$ cat src/hw/rtl/adjacency_stream_to_grid_edges_defines.svh
// Assertion macros shared by the RTL of the adjacency stream edge splitter.
// Every macro samples on clk_i and is disabled while rst_ni is low.
`ifndef ADJACENCY_STREAM_TO_GRID_EDGES_DEFINES_SVH
`define ADJACENCY_STREAM_TO_GRID_EDGES_DEFINES_SVH

// A property that must hold at every clock edge out of reset.
`define ASGE_ASSERT(lbl, prop, msg) \
  lbl: assert property (@(posedge clk_i) disable iff (!rst_ni) (prop)) else $error(msg);

// An implication: when ante holds, cons must hold in the same cycle.
`define ASGE_ASSERT_IMPL(lbl, ante, cons, msg) \
  lbl: assert property (@(posedge clk_i) disable iff (!rst_ni) (ante) |-> (cons)) \
    else $error(msg);

// An implication: when ante holds, cons must hold in the next cycle.
`define ASGE_ASSERT_NEXT(lbl, ante, cons, msg) \
  lbl: assert property (@(posedge clk_i) disable iff (!rst_ni) (ante) |=> (cons)) \
    else $error(msg);

`endif

$ cat src/hw/rtl/asge_pkg.sv
// Package of the adjacency stream edge splitter: widths, grid constants,
// the parser phase type and the edge record passed from front to back.
// No dependencies.
`default_nettype none

package asge_pkg;

  localparam int unsigned BYTE_W             = 8;
  localparam int unsigned WORD_W             = 48;
  localparam int unsigned FIELD_W            = 24;
  localparam int unsigned WORD_BYTES_DEFAULT = 6;
  localparam int unsigned QUEUE_DEPTH        = 2;

  // Grid width is a power of two, so division is a shift and modulo a mask.
  localparam longint unsigned GRID_WIDTH = 64'd16777216;
  localparam int unsigned     GRID_SHIFT = $clog2(GRID_WIDTH);
  localparam logic [WORD_W-1:0] LOCAL_MASK = (WORD_W'(1) << GRID_SHIFT) - WORD_W'(1);

  typedef enum logic [2:0] {
    PH_SRC = 3'b001,
    PH_CNT = 3'b010,
    PH_NBR = 3'b100
  } phase_e;

  typedef struct packed {
    logic [WORD_W-1:0] big;
    logic [WORD_W-1:0] little;
  } edge_t;

endpackage

`default_nettype wire

$ cat src/hw/rtl/asge_front.sv
// Front end: assembles big-endian words from the byte stream, walks the
// record format and pushes one ordered edge per kept neighbour. Uses asge_pkg.
`default_nettype none

module asge_front
  import asge_pkg::*;
#(
  parameter int unsigned WORD_BYTES = WORD_BYTES_DEFAULT
) (
  input  wire logic              clk_i,
  input  wire logic              rst_ni,
  input  wire logic              in_valid_i,
  output      logic              in_ready_o,
  input  wire logic [BYTE_W-1:0] in_byte_i,
  input  wire logic              queue_ready_i,
  output      logic              push_o,
  output      edge_t             edge_o
);

  localparam int unsigned BIDX_W = (WORD_BYTES > 1) ? $clog2(WORD_BYTES) : 1;
  localparam logic [BIDX_W-1:0] LAST_IDX = BIDX_W'(WORD_BYTES - 1);

  phase_e              phase_q, phase_d;
  logic [BIDX_W-1:0]   idx_q, idx_d;
  logic [WORD_W-1:0]   accum_q, accum_d;
  logic [WORD_W-1:0]   src_q, src_d;
  logic [WORD_W-1:0]   left_q, left_d;
  logic [WORD_W-1:0]   word;
  logic                accept;
  logic                word_done;

  assign in_ready_o = queue_ready_i;
  assign accept     = in_valid_i && queue_ready_i;
  assign word       = {accum_q[WORD_W-BYTE_W-1:0], in_byte_i};
  assign word_done  = (idx_q == LAST_IDX);

  always_comb begin
    phase_d = phase_q;
    idx_d   = idx_q;
    accum_d = accum_q;
    src_d   = src_q;
    left_d  = left_q;
    push_o  = 1'b0;
    edge_o.big    = (src_q < word) ? word : src_q;
    edge_o.little = (src_q < word) ? src_q : word;
    if (accept) begin
      if (!word_done) begin
        accum_d = word;
        idx_d   = idx_q + BIDX_W'(1);
      end else begin
        accum_d = '0;
        idx_d   = '0;
        case (phase_q)
          PH_CNT: begin
            if (word == '0) begin
              phase_d = PH_SRC;
            end else begin
              left_d  = word;
              phase_d = PH_NBR;
            end
          end
          PH_NBR: begin
            // A self-loop still uses up one neighbour slot.
            push_o = (src_q != word);
            left_d = left_q - WORD_W'(1);
            if (left_q == WORD_W'(1)) begin
              phase_d = PH_SRC;
            end
          end
          default: begin
            src_d   = word;
            phase_d = PH_CNT;
          end
        endcase
      end
    end
  end

  always_ff @(posedge clk_i or negedge rst_ni) begin
    if (!rst_ni) begin
      phase_q <= PH_SRC;
      idx_q   <= '0;
      accum_q <= '0;
      src_q   <= '0;
      left_q  <= '0;
    end else begin
      phase_q <= phase_d;
      idx_q   <= idx_d;
      accum_q <= accum_d;
      src_q   <= src_d;
      left_q  <= left_d;
    end
  end

endmodule

`default_nettype wire

$ cat src/hw/rtl/asge_queue.sv
// Two-entry queue of edge records between the parser and the output stage.
// Uses asge_pkg and the assertion macros.
`default_nettype none

`include "adjacency_stream_to_grid_edges_defines.svh"

module asge_queue
  import asge_pkg::*;
(
  input  wire logic  clk_i,
  input  wire logic  rst_ni,
  input  wire logic  push_i,
  input  wire edge_t edge_i,
  output      logic  ready_o,
  input  wire logic  pop_i,
  output      logic  valid_o,
  output      edge_t edge_o
);

  localparam int unsigned PTR_W = $clog2(QUEUE_DEPTH);
  localparam int unsigned CNT_W = $clog2(QUEUE_DEPTH + 1);

  edge_t             mem_q [QUEUE_DEPTH];
  logic [PTR_W-1:0]  wr_q, rd_q;
  logic [CNT_W-1:0]  cnt_q, cnt_d;

  assign ready_o = (cnt_q != CNT_W'(QUEUE_DEPTH));
  assign valid_o = (cnt_q != '0);
  assign edge_o  = mem_q[rd_q];

  always_comb begin
    cnt_d = cnt_q;
    if (push_i && !pop_i) begin
      cnt_d = cnt_q + CNT_W'(1);
    end else if (pop_i && !push_i) begin
      cnt_d = cnt_q - CNT_W'(1);
    end
  end

  always_ff @(posedge clk_i or negedge rst_ni) begin
    if (!rst_ni) begin
      wr_q  <= '0;
      rd_q  <= '0;
      cnt_q <= '0;
    end else begin
      cnt_q <= cnt_d;
      if (push_i) begin
        wr_q <= (wr_q == PTR_W'(QUEUE_DEPTH - 1)) ? '0 : wr_q + PTR_W'(1);
      end
      if (pop_i) begin
        rd_q <= (rd_q == PTR_W'(QUEUE_DEPTH - 1)) ? '0 : rd_q + PTR_W'(1);
      end
    end
  end

  always_ff @(posedge clk_i) begin
    if (push_i) begin
      mem_q[wr_q] <= edge_i;
    end
  end

  `ASGE_ASSERT(a_cnt_bound, cnt_q <= CNT_W'(QUEUE_DEPTH), "queue count beyond depth")
  `ASGE_ASSERT_IMPL(a_no_overflow, push_i, ready_o, "push into a full queue")
  `ASGE_ASSERT_IMPL(a_no_underflow, pop_i, valid_o, "pop from an empty queue")
  `ASGE_ASSERT_NEXT(a_cnt_grow, push_i && !pop_i, cnt_q == $past(cnt_q) + CNT_W'(1), "count stuck")

endmodule

`default_nettype wire

$ cat src/hw/rtl/asge_back.sv
// Back end: splits an ordered edge into grid block indices and in-block
// offsets and holds them in the output register. Uses asge_pkg.
`default_nettype none

module asge_back
  import asge_pkg::*;
(
  input  wire logic               clk_i,
  input  wire logic               rst_ni,
  input  wire logic               queue_valid_i,
  input  wire edge_t              edge_i,
  output      logic               pop_o,
  output      logic               out_valid_o,
  input  wire logic               out_ready_i,
  output      logic [FIELD_W-1:0] block_row_o,
  output      logic [FIELD_W-1:0] block_col_o,
  output      logic [FIELD_W-1:0] local_row_o,
  output      logic [FIELD_W-1:0] local_col_o
);

  logic               valid_q;
  logic [FIELD_W-1:0] brow_q, bcol_q, lrow_q, lcol_q;
  logic [WORD_W-1:0]  brow_w, bcol_w, lrow_w, lcol_w;

  assign pop_o  = queue_valid_i && (!valid_q || out_ready_i);
  assign brow_w = edge_i.big >> GRID_SHIFT;
  assign bcol_w = edge_i.little >> GRID_SHIFT;
  assign lrow_w = edge_i.big & LOCAL_MASK;
  assign lcol_w = edge_i.little & LOCAL_MASK;

  always_ff @(posedge clk_i or negedge rst_ni) begin
    if (!rst_ni) begin
      valid_q <= 1'b0;
    end else if (pop_o) begin
      valid_q <= 1'b1;
    end else if (out_ready_i) begin
      valid_q <= 1'b0;
    end
  end

  always_ff @(posedge clk_i) begin
    if (pop_o) begin
      brow_q <= brow_w[FIELD_W-1:0];
      bcol_q <= bcol_w[FIELD_W-1:0];
      lrow_q <= lrow_w[FIELD_W-1:0];
      lcol_q <= lcol_w[FIELD_W-1:0];
    end
  end

  assign out_valid_o = valid_q;
  assign block_row_o = brow_q;
  assign block_col_o = bcol_q;
  assign local_row_o = lrow_q;
  assign local_col_o = lcol_q;

endmodule

`default_nettype wire

$ cat src/hw/rtl/adjacency_stream_to_grid_edges.sv
// Top level of the adjacency stream edge splitter: front parser, edge queue
// and output stage. Uses asge_pkg, asge_front, asge_queue and asge_back.
//
//   Channel  Dir  Payload (tdata, lowest bits first)                 Per transfer
//   s_axis   in   in_byte[7:0]                                        one stream byte
//   m_axis   out  block_row, block_col, local_row, local_col (24 each)  one kept edge
//
// One byte is taken per cycle when the edge queue has room; the parser does
// all its work (shift, compare, count down) in the cycle that takes the byte.
// A kept edge is written into the queue at the edge that takes its last byte
// and moves on into the output register once that register is empty or being read
// out; it then waits there while the two-entry queue fills up behind it.
// Reset clears the parser to the start of a record and empties queue and
// output; no clearing pass is needed. s_axis stalls only when the queue is full.
`default_nettype none

module adjacency_stream_to_grid_edges
  import asge_pkg::*;
#(
  parameter int unsigned WORD_BYTES = WORD_BYTES_DEFAULT
) (
  input  wire logic                 clk_i,
  input  wire logic                 rst_ni,
  input  wire logic                 s_axis_tvalid_i,
  output      logic                 s_axis_tready_o,
  // Fields from bit 0 up: in_byte[7:0].
  input  wire logic [BYTE_W-1:0]    s_axis_tdata_i,
  output      logic                 m_axis_tvalid_o,
  input  wire logic                 m_axis_tready_i,
  // Fields from bit 0 up: block_row[23:0], block_col[47:24],
  // local_row[71:48], local_col[95:72].
  output      logic [4*FIELD_W-1:0] m_axis_tdata_o
);

  logic               queue_ready;
  logic               push;
  edge_t              edge_in;
  logic               queue_valid;
  edge_t              edge_out;
  logic               pop;
  logic [FIELD_W-1:0] block_row, block_col, local_row, local_col;

  // The parser; it stalls the byte stream whenever the queue is full.
  asge_front #(
    .WORD_BYTES (WORD_BYTES)
  ) u_front (
    .clk_i         (clk_i),
    .rst_ni        (rst_ni),
    .in_valid_i    (s_axis_tvalid_i),
    .in_ready_o    (s_axis_tready_o),
    .in_byte_i     (s_axis_tdata_i),
    .queue_ready_i (queue_ready),
    .push_o        (push),
    .edge_o        (edge_in)
  );

  // The queue decouples byte intake from the output handshake.
  asge_queue u_queue (
    .clk_i   (clk_i),
    .rst_ni  (rst_ni),
    .push_i  (push),
    .edge_i  (edge_in),
    .ready_o (queue_ready),
    .pop_i   (pop),
    .valid_o (queue_valid),
    .edge_o  (edge_out)
  );

  // The output stage splits each id into block index and offset.
  asge_back u_back (
    .clk_i         (clk_i),
    .rst_ni        (rst_ni),
    .queue_valid_i (queue_valid),
    .edge_i        (edge_out),
    .pop_o         (pop),
    .out_valid_o   (m_axis_tvalid_o),
    .out_ready_i   (m_axis_tready_i),
    .block_row_o   (block_row),
    .block_col_o   (block_col),
    .local_row_o   (local_row),
    .local_col_o   (local_col)
  );

  assign m_axis_tdata_o = {local_col, local_row, block_col, block_row};

endmodule

`default_nettype wire
$ cat config.mk
export PLATFORM = sky130hd
export DESIGN_NAME = adjacency_stream_to_grid_edges
export DESIGN_NICKNAME = d
export VERILOG_FILES = /design/src/hw/rtl/asge_pkg.sv /design/src/hw/rtl/asge_front.sv /design/src/hw/rtl/asge_queue.sv /design/src/hw/rtl/asge_back.sv /design/src/hw/rtl/adjacency_stream_to_grid_edges.sv
export VERILOG_INCLUDE_DIRS = /design/src /design/src/hw/rtl
export SDC_FILE = /design/constraint.sdc
export NUM_CORES = 1
export LEC_CHECK = 0
export BUFFER_PORTS_ARGS = -buffer_cell sky130_fd_sc_hd__clkbuf_2
export CORE_UTILIZATION = 45
export DETAILED_ROUTE_END_ITERATION = 16
export PLACE_DENSITY_LB_ADDON = 0.2
export SKIP_LAST_GASP = 1
export SYNTH_ARGS = -nofsm -noshare
export SYNTH_HDL_FRONTEND = slang
export SYNTH_HIERARCHICAL = 1
export SYNTH_SLANG_ARGS = --single-unit
$ cat constraint.sdc
create_clock -name clk_i -period 8.2 [get_ports clk_i]
set_input_delay 1.64 -clock clk_i [delete_from_list [all_inputs] [get_ports clk_i]]
set_output_delay 1.64 -clock clk_i [all_outputs]
set_load 0.03 [all_outputs]
# Word level (Yosys, flattened, before mapping)
# Memories as Yosys holds them, arrays and structs flattened. A register that Yosys moved wholly into a read port is not among the register bits.
# Cells that the tools add are included.
classes:
  n_reduce_logical: 17
  addsub: 6
  n_lt_le_gt_ge: 1
  n_bitwise: 1
  mux: 20
  eq_ne: 8
ops:
  columns: ["operator", "count"]
  rows:
  - ["two-way mux 48 bit", 3]
  - ["one-hot mux 48 bit (2 select lines)", 1]
  - ["equality test 48 x 1 -> 1 bit, second input constant", 1]
  - ["logical NOT 48 bit", 1]
  - ["less-than comparator 48 bit", 1]
  - ["inequality test 48 bit", 1]
  - ["subtractor 48 x 1 -> 48 bit, second input constant", 1]
  - ["two-way mux 40 bit", 1]
  - ["two-way mux 1 bit", 9]
  - ["two-way mux 3 bit", 3]
  - ["nonzero test 2 bit", 4]
  - ["equality test 3 bit, second input constant", 2]
  - ["one-hot mux 3 bit (2 select lines)", 1]
  - ["AND reduction 3 bit", 2]
  - ["logical AND 1 bit", 4]
  - ["two-way mux 2 bit", 2]
  - ["inequality test 2 bit, second input constant", 2]
  - ["AND reduction 4 bit", 1]
  - ["adder 3 x 1 -> 3 bit, second input constant", 1]
  - ["equality test 3 x 2 -> 1 bit, second input constant", 1]
  - ["logical NOT 1 bit", 3]
  - ["adder 1 bit, second input constant", 2]
  - ["adder 2 x 1 -> 2 bit, second input constant", 1]
  - ["inequality test 2 x 1 -> 1 bit, second input constant", 1]
  - ["other kinds (4)", 4]
totals:
  register_bits: 147
  word_cells: 63
  output_inout_bits: 98
  memories: 1
  inputBits: 12
  mem_bits_rw: 192
mem_list:
  columns: ["name", "words", "word_bits", "read_ports", "rd_clocked_by_memory_dff", "wr", "line_no", "source"]
  rows:
  - ["u_queue.mem_q", 2, 96, 1, 1, 1, "asge_queue.sv:23", "edge_t mem_q [QUEUE_DEPTH];"]

# Longest topological paths before layout
logic_depth:
  word_depth: 8
  mapped_depth: 12
  depth_no_buf: 11

# Modules after synthesis
# The synthesis kept the hierarchy.
by_module_without_submodules:
  columns: ["module", "cells_per_inst", "area_per_inst_um2", "seq_area_each_um2", "n_inst"]
  rows:
  - ["asge_front", 1443, 11029.3, 3554.7, 1]
  - ["asge_queue", 315, 7234.4, 5865.6, 1]
  - ["asge_back", 100, 2926.6, 2907.8, 1]

# Least setup slack after synthesis
# OpenSTA, ideal clock, no wires.
synth_timing:
  path_kind: "input to register"
  from: "in s_axis_tdata_i[6]"
  to: "mem u_queue/mem_q[0][0] (netlist bit) (enable)"
  stages: 7
  arrival_ps: 7016
  setup_ps: 563
  t_required_ps: 7637
  path_buffers: 1
  slack_ps: 621
  cell_sequence: "clkbuf_1 inv_1 ha_1 nand4_1 nor4_1 nor3_1 nor2b_1"
synth_via:
  elab_chain_cells: 6
synth_lines:
  columns: ["item", "line_no", "source"]
  rows:
  - ["start: declaration", "adjacency_stream_to_grid_edges.sv:27", "input wire logic [BYTE_W-1:0] s_axis_tdata_i,"]
  - ["inequality test 48 bit", "asge_front.sv:64", "push_o = (src_q != word);"]
  - ["two-way mux 1 bit", "asge_front.sv:53", "case (phase_q)"]
  - ["two-way mux 1 bit", "asge_front.sv:47", "if (!word_done) begin"]
  - ["two-way mux 1 bit", "asge_front.sv:46", "if (accept) begin"]
  - ["via push", "adjacency_stream_to_grid_edges.sv:36", "logic push;"]
  - ["two-way mux 1 bit", "asge_queue.sv:57", "if (push_i) begin"]
  - ["two-way mux 1 bit (not written as such)", "asge_queue.sv:58", "mem_q[wr_q] <= edge_i;"]
  - ["end: declaration", "asge_queue.sv:23", null]
# The timed path passes the listed nets, and every way through them passes these cells.

==> run metrics <==
total power 10010 uW; prevailing post-synth register cell edfxtp_1; CP cell instances inv_1 > ha_1 > nand4_1 > nor4_4 > nand3_1 > a211oi_4 > buf_4 > or3_2 > buf_4 > o211ai_1; met2 Track Usage GR 34.06%; Tmin final 5.252 ns; Max-cap violations 0; H-tree levels 2; Global Route met1 Usage 33.99%; nets 1928; # resized after CTS 0; most frequent cells in the layout 288 x edfxtp_1, 272 x nand2_1, 186 x o21ai_0; Seq/Total Area, Yosys 58.18%; CP endpoint kind flip-flop; most used cell, CP buf_4; slowest stage delay, CP 0.86 ns; DR vias 15123; IO Count 110; Final period util 64.05%; Clk pin slew, worst setup/hold paths 0.06 ns; Peak supply drop 0.0003405 V; hold_ws 0.4835 ns; Max Clk Rate 0.1904 GHz; Initial Utilization 45.61%; die area 47960 sq um; Max-Slew Margin vs Limit 17.94%; layout cells sized above 1 17.45%; Cell Rows 79; fill cell count 4056; Crit Path Class flip-flop to flip-flop; Clock Path Buffers 3; number of buffers created by CTS 47; layer with the highest usage met2; Synth Instances 1858; unrepaired setup endpoints after global routing no; Slew @ Worst Pin 1.231 ns; first-pass GRT wire length 85.16 mm; largest net degree at the start of global routing 98; critical path launch point type flip-flop; die width 219 um; IO Port Bufs 109; initial antenna violation count 1; number of remaining DRC errors 0; Reg area 12330 sq um; synth warn 6; area of the multi-input gates 8001 sq um; Final Hold Viols 0; crit-path max FO 97; overall track demand over capacity in global routing 23.05%; Setup Fix Bufs, Post-CTS 0; syn_area_per_cell 11.40 sq um; CTS tree yes; Sum Neg Setup Slack 0 ns; Clock Root Buffer clkbuf_16; Crit-path slowest cell buf_4; static leakage 0.008756 uW; flops & latches, synth 435; area delta synth->final 11.17%; Hold Buf Count CTS 0; PwrDens 425.1 nW/um^2; Clock Sinks 435; Unique masters post-synth 67; syn nets 1921; DR pass1 iterations 5; global route overflow 0; Clock Latency Late Sink 0.59 ns; Final HPWL DP 33.16 mm; FFs w/ async S/R, synth 33.79%; Setup Skew 0.01792 ns; 1st-iter DRT viols 1492; vias in the first global route 14378; EDFF count, synth 288; outcome finished clean; WL final 54.86 mm; CP required 8.46 ns; Hold Crit Class flip-flop to flip-flop; die height 219 um; Routed WL per cell 21.85 um; antenna-violating nets left 0; commonest non-fill, non-tap cell in the layout edfxtp_1; Final Max Slew Viols 0; met3 Resource Use GR 4.699%; GP Congestion 0.8493; Core Box Area 46460 sq um; worst path arrival time 5.52 ns; DR vias/cell 6.023; Synth Cell Area 21190 sq um; # setup viols final 0
==> registers in the layout (all words and copies together), names as in the netlist <==
| signal | flops |
|---|---|
| u_queue/wr_q | 1 |
| u_front/src_q | 48 |
| u_queue/rd_q | 1 |
| u_back/local_col_o | 24 |
| u_front/left_q | 48 |
| u_back/block_col_o | 24 |
| u_queue/cnt_q | 2 |
| u_queue/mem_q | 192 |
| u_front/idx_q | 3 |
| u_front/accum_q | 40 |
| u_back/out_valid_o | 1 |
| u_back/block_row_o | 24 |
| u_back/local_row_o | 24 |
| u_front/phase_q | 3 |
==> Yosys cell counts, types with 5 or more instances <==
master     count  area (sq um)
nand4_1       19         118.9
inv_1         55         206.5
buf_4          6         45.04
mux2_2        67         754.5
and3_1         7         43.79
a22o_1        42         367.9
a2bb2oi_1    104         910.9
o21a_1         9         67.56
mux2_4        30         450.4
a32oi_1        7         61.31
o22ai_1        7         43.79
a21o_1         5         37.54
o211ai_1      98         735.7
nor3_1        24         120.1
edfxtp_1     288          8648
a22oi_1       10         75.07
nor4_1        24         150.1
o21ai_0      186         930.9
a31oi_1       10         62.56
o22a_1        15         131.4
nor2_1        55         206.5
nand2b_1      10         62.56
nand2_1      272          1021
or4_1          5         37.54
buf_6          5         56.30
ha_1          51         638.1
clkbuf_1     143         536.8
nand3_1       23         115.1
buf_2         16         80.08
a21oi_1       63         315.3
dfrtp_1      146          3654
==> metal layers <==
| layer | up-vias | share of wire, % |
|---|---|---|
| met5 | - | 0 |
| li1 | 6971 | - |
| met1 | 7476 | 45 |
| met4 | 0 | 2.1 |
| met2 | 592 | 45 |
| met3 | 84 | 8.6 |
==> power by group <==
group	switching, uW	internal (uW)	leakage [uW]
Sequential	692	3170	0.00459
Combinational	2510	1530	0.00341
Clock	875	1230	0.000761
Total	4080	5930	0.00876
==> critical path: cells and delay by family (launching register included) <==
| kind | cells | cell delay, ns |
|---|---|---|
| compound gates | 2 | 0.52 |
| simple gates | 4 | 1.69 |
| fa+ha+maj | 1 | 0.31 |
| flops | 1 | 0.56 |
| buf+inv | 3 | 1.77 |
==> worst paths after layout <==
kind | startpoint | cells past startpoint | to | slack [ns]
setup / recovery | u_front/accum_q[39]$_DFFE_PN0P_ | 10 | u_queue/mem_q[1][13]$_DFFE_PP_ | 2.95
hold / removal | u_front/phase_q[2]$_DFFE_PN0P_ | 1 | u_front/phase_q[2]$_DFFE_PN0P_ | 0.48
setup reg to reg | u_front/accum_q[39]$_DFFE_PN0P_ | 10 | u_queue/mem_q[1][13]$_DFFE_PP_ | 2.95
hold reg to reg | u_front/phase_q[2]$_DFFE_PN0P_ | 1 | u_front/phase_q[2]$_DFFE_PN0P_ | 0.48
max in group asynchronous | rst_ni | 2 | u_queue/rd_q$_DFFE_PN0P_ | 5.56
min in group asynchronous | rst_ni | 1 | u_front/left_q[6]$_DFFE_PN0P_ | 1.16
==> per-stage QoR <==
step                instance area [sq um]  util (%)  std cells  worst slack [ns]
finish                              23560     50.71       2511             2.948
global route                        23560     50.70       2510             2.657
CTS                                 23560     50.70       2510             3.016
detailed placement                  22040     47.43       2423             2.564
global placement                    22040     47.43       2423             2.617
floorplan                           21190         -       1858            0.6212
==> cell type report <==
cell class	count	share of cell area, %
inverter	55	0.8764
multi-input combinational	1194	33.97
timing repair buffer	132	3.128
tap	607	3.224
clock buffer	61	5.481
clock inverter	26	0.9666
sequential	435	52.35
antenna	1	0.01062
==> cells by family after synthesis <==
logic type                 after synthesis  share of synthesized area (%)
xor gates and xnor gates                 6                         0.2480
adders and majority gates               51                          3.011
DFF                                    435                          58.18
and+or+nand+nor                        466                          10.04
muxes                                   97                          5.686
buffers and inverters                  229                          4.434
AOI/OAI and AO/OA                      574                          18.40
No activity file was read; power rests on OpenSTA's default activity.
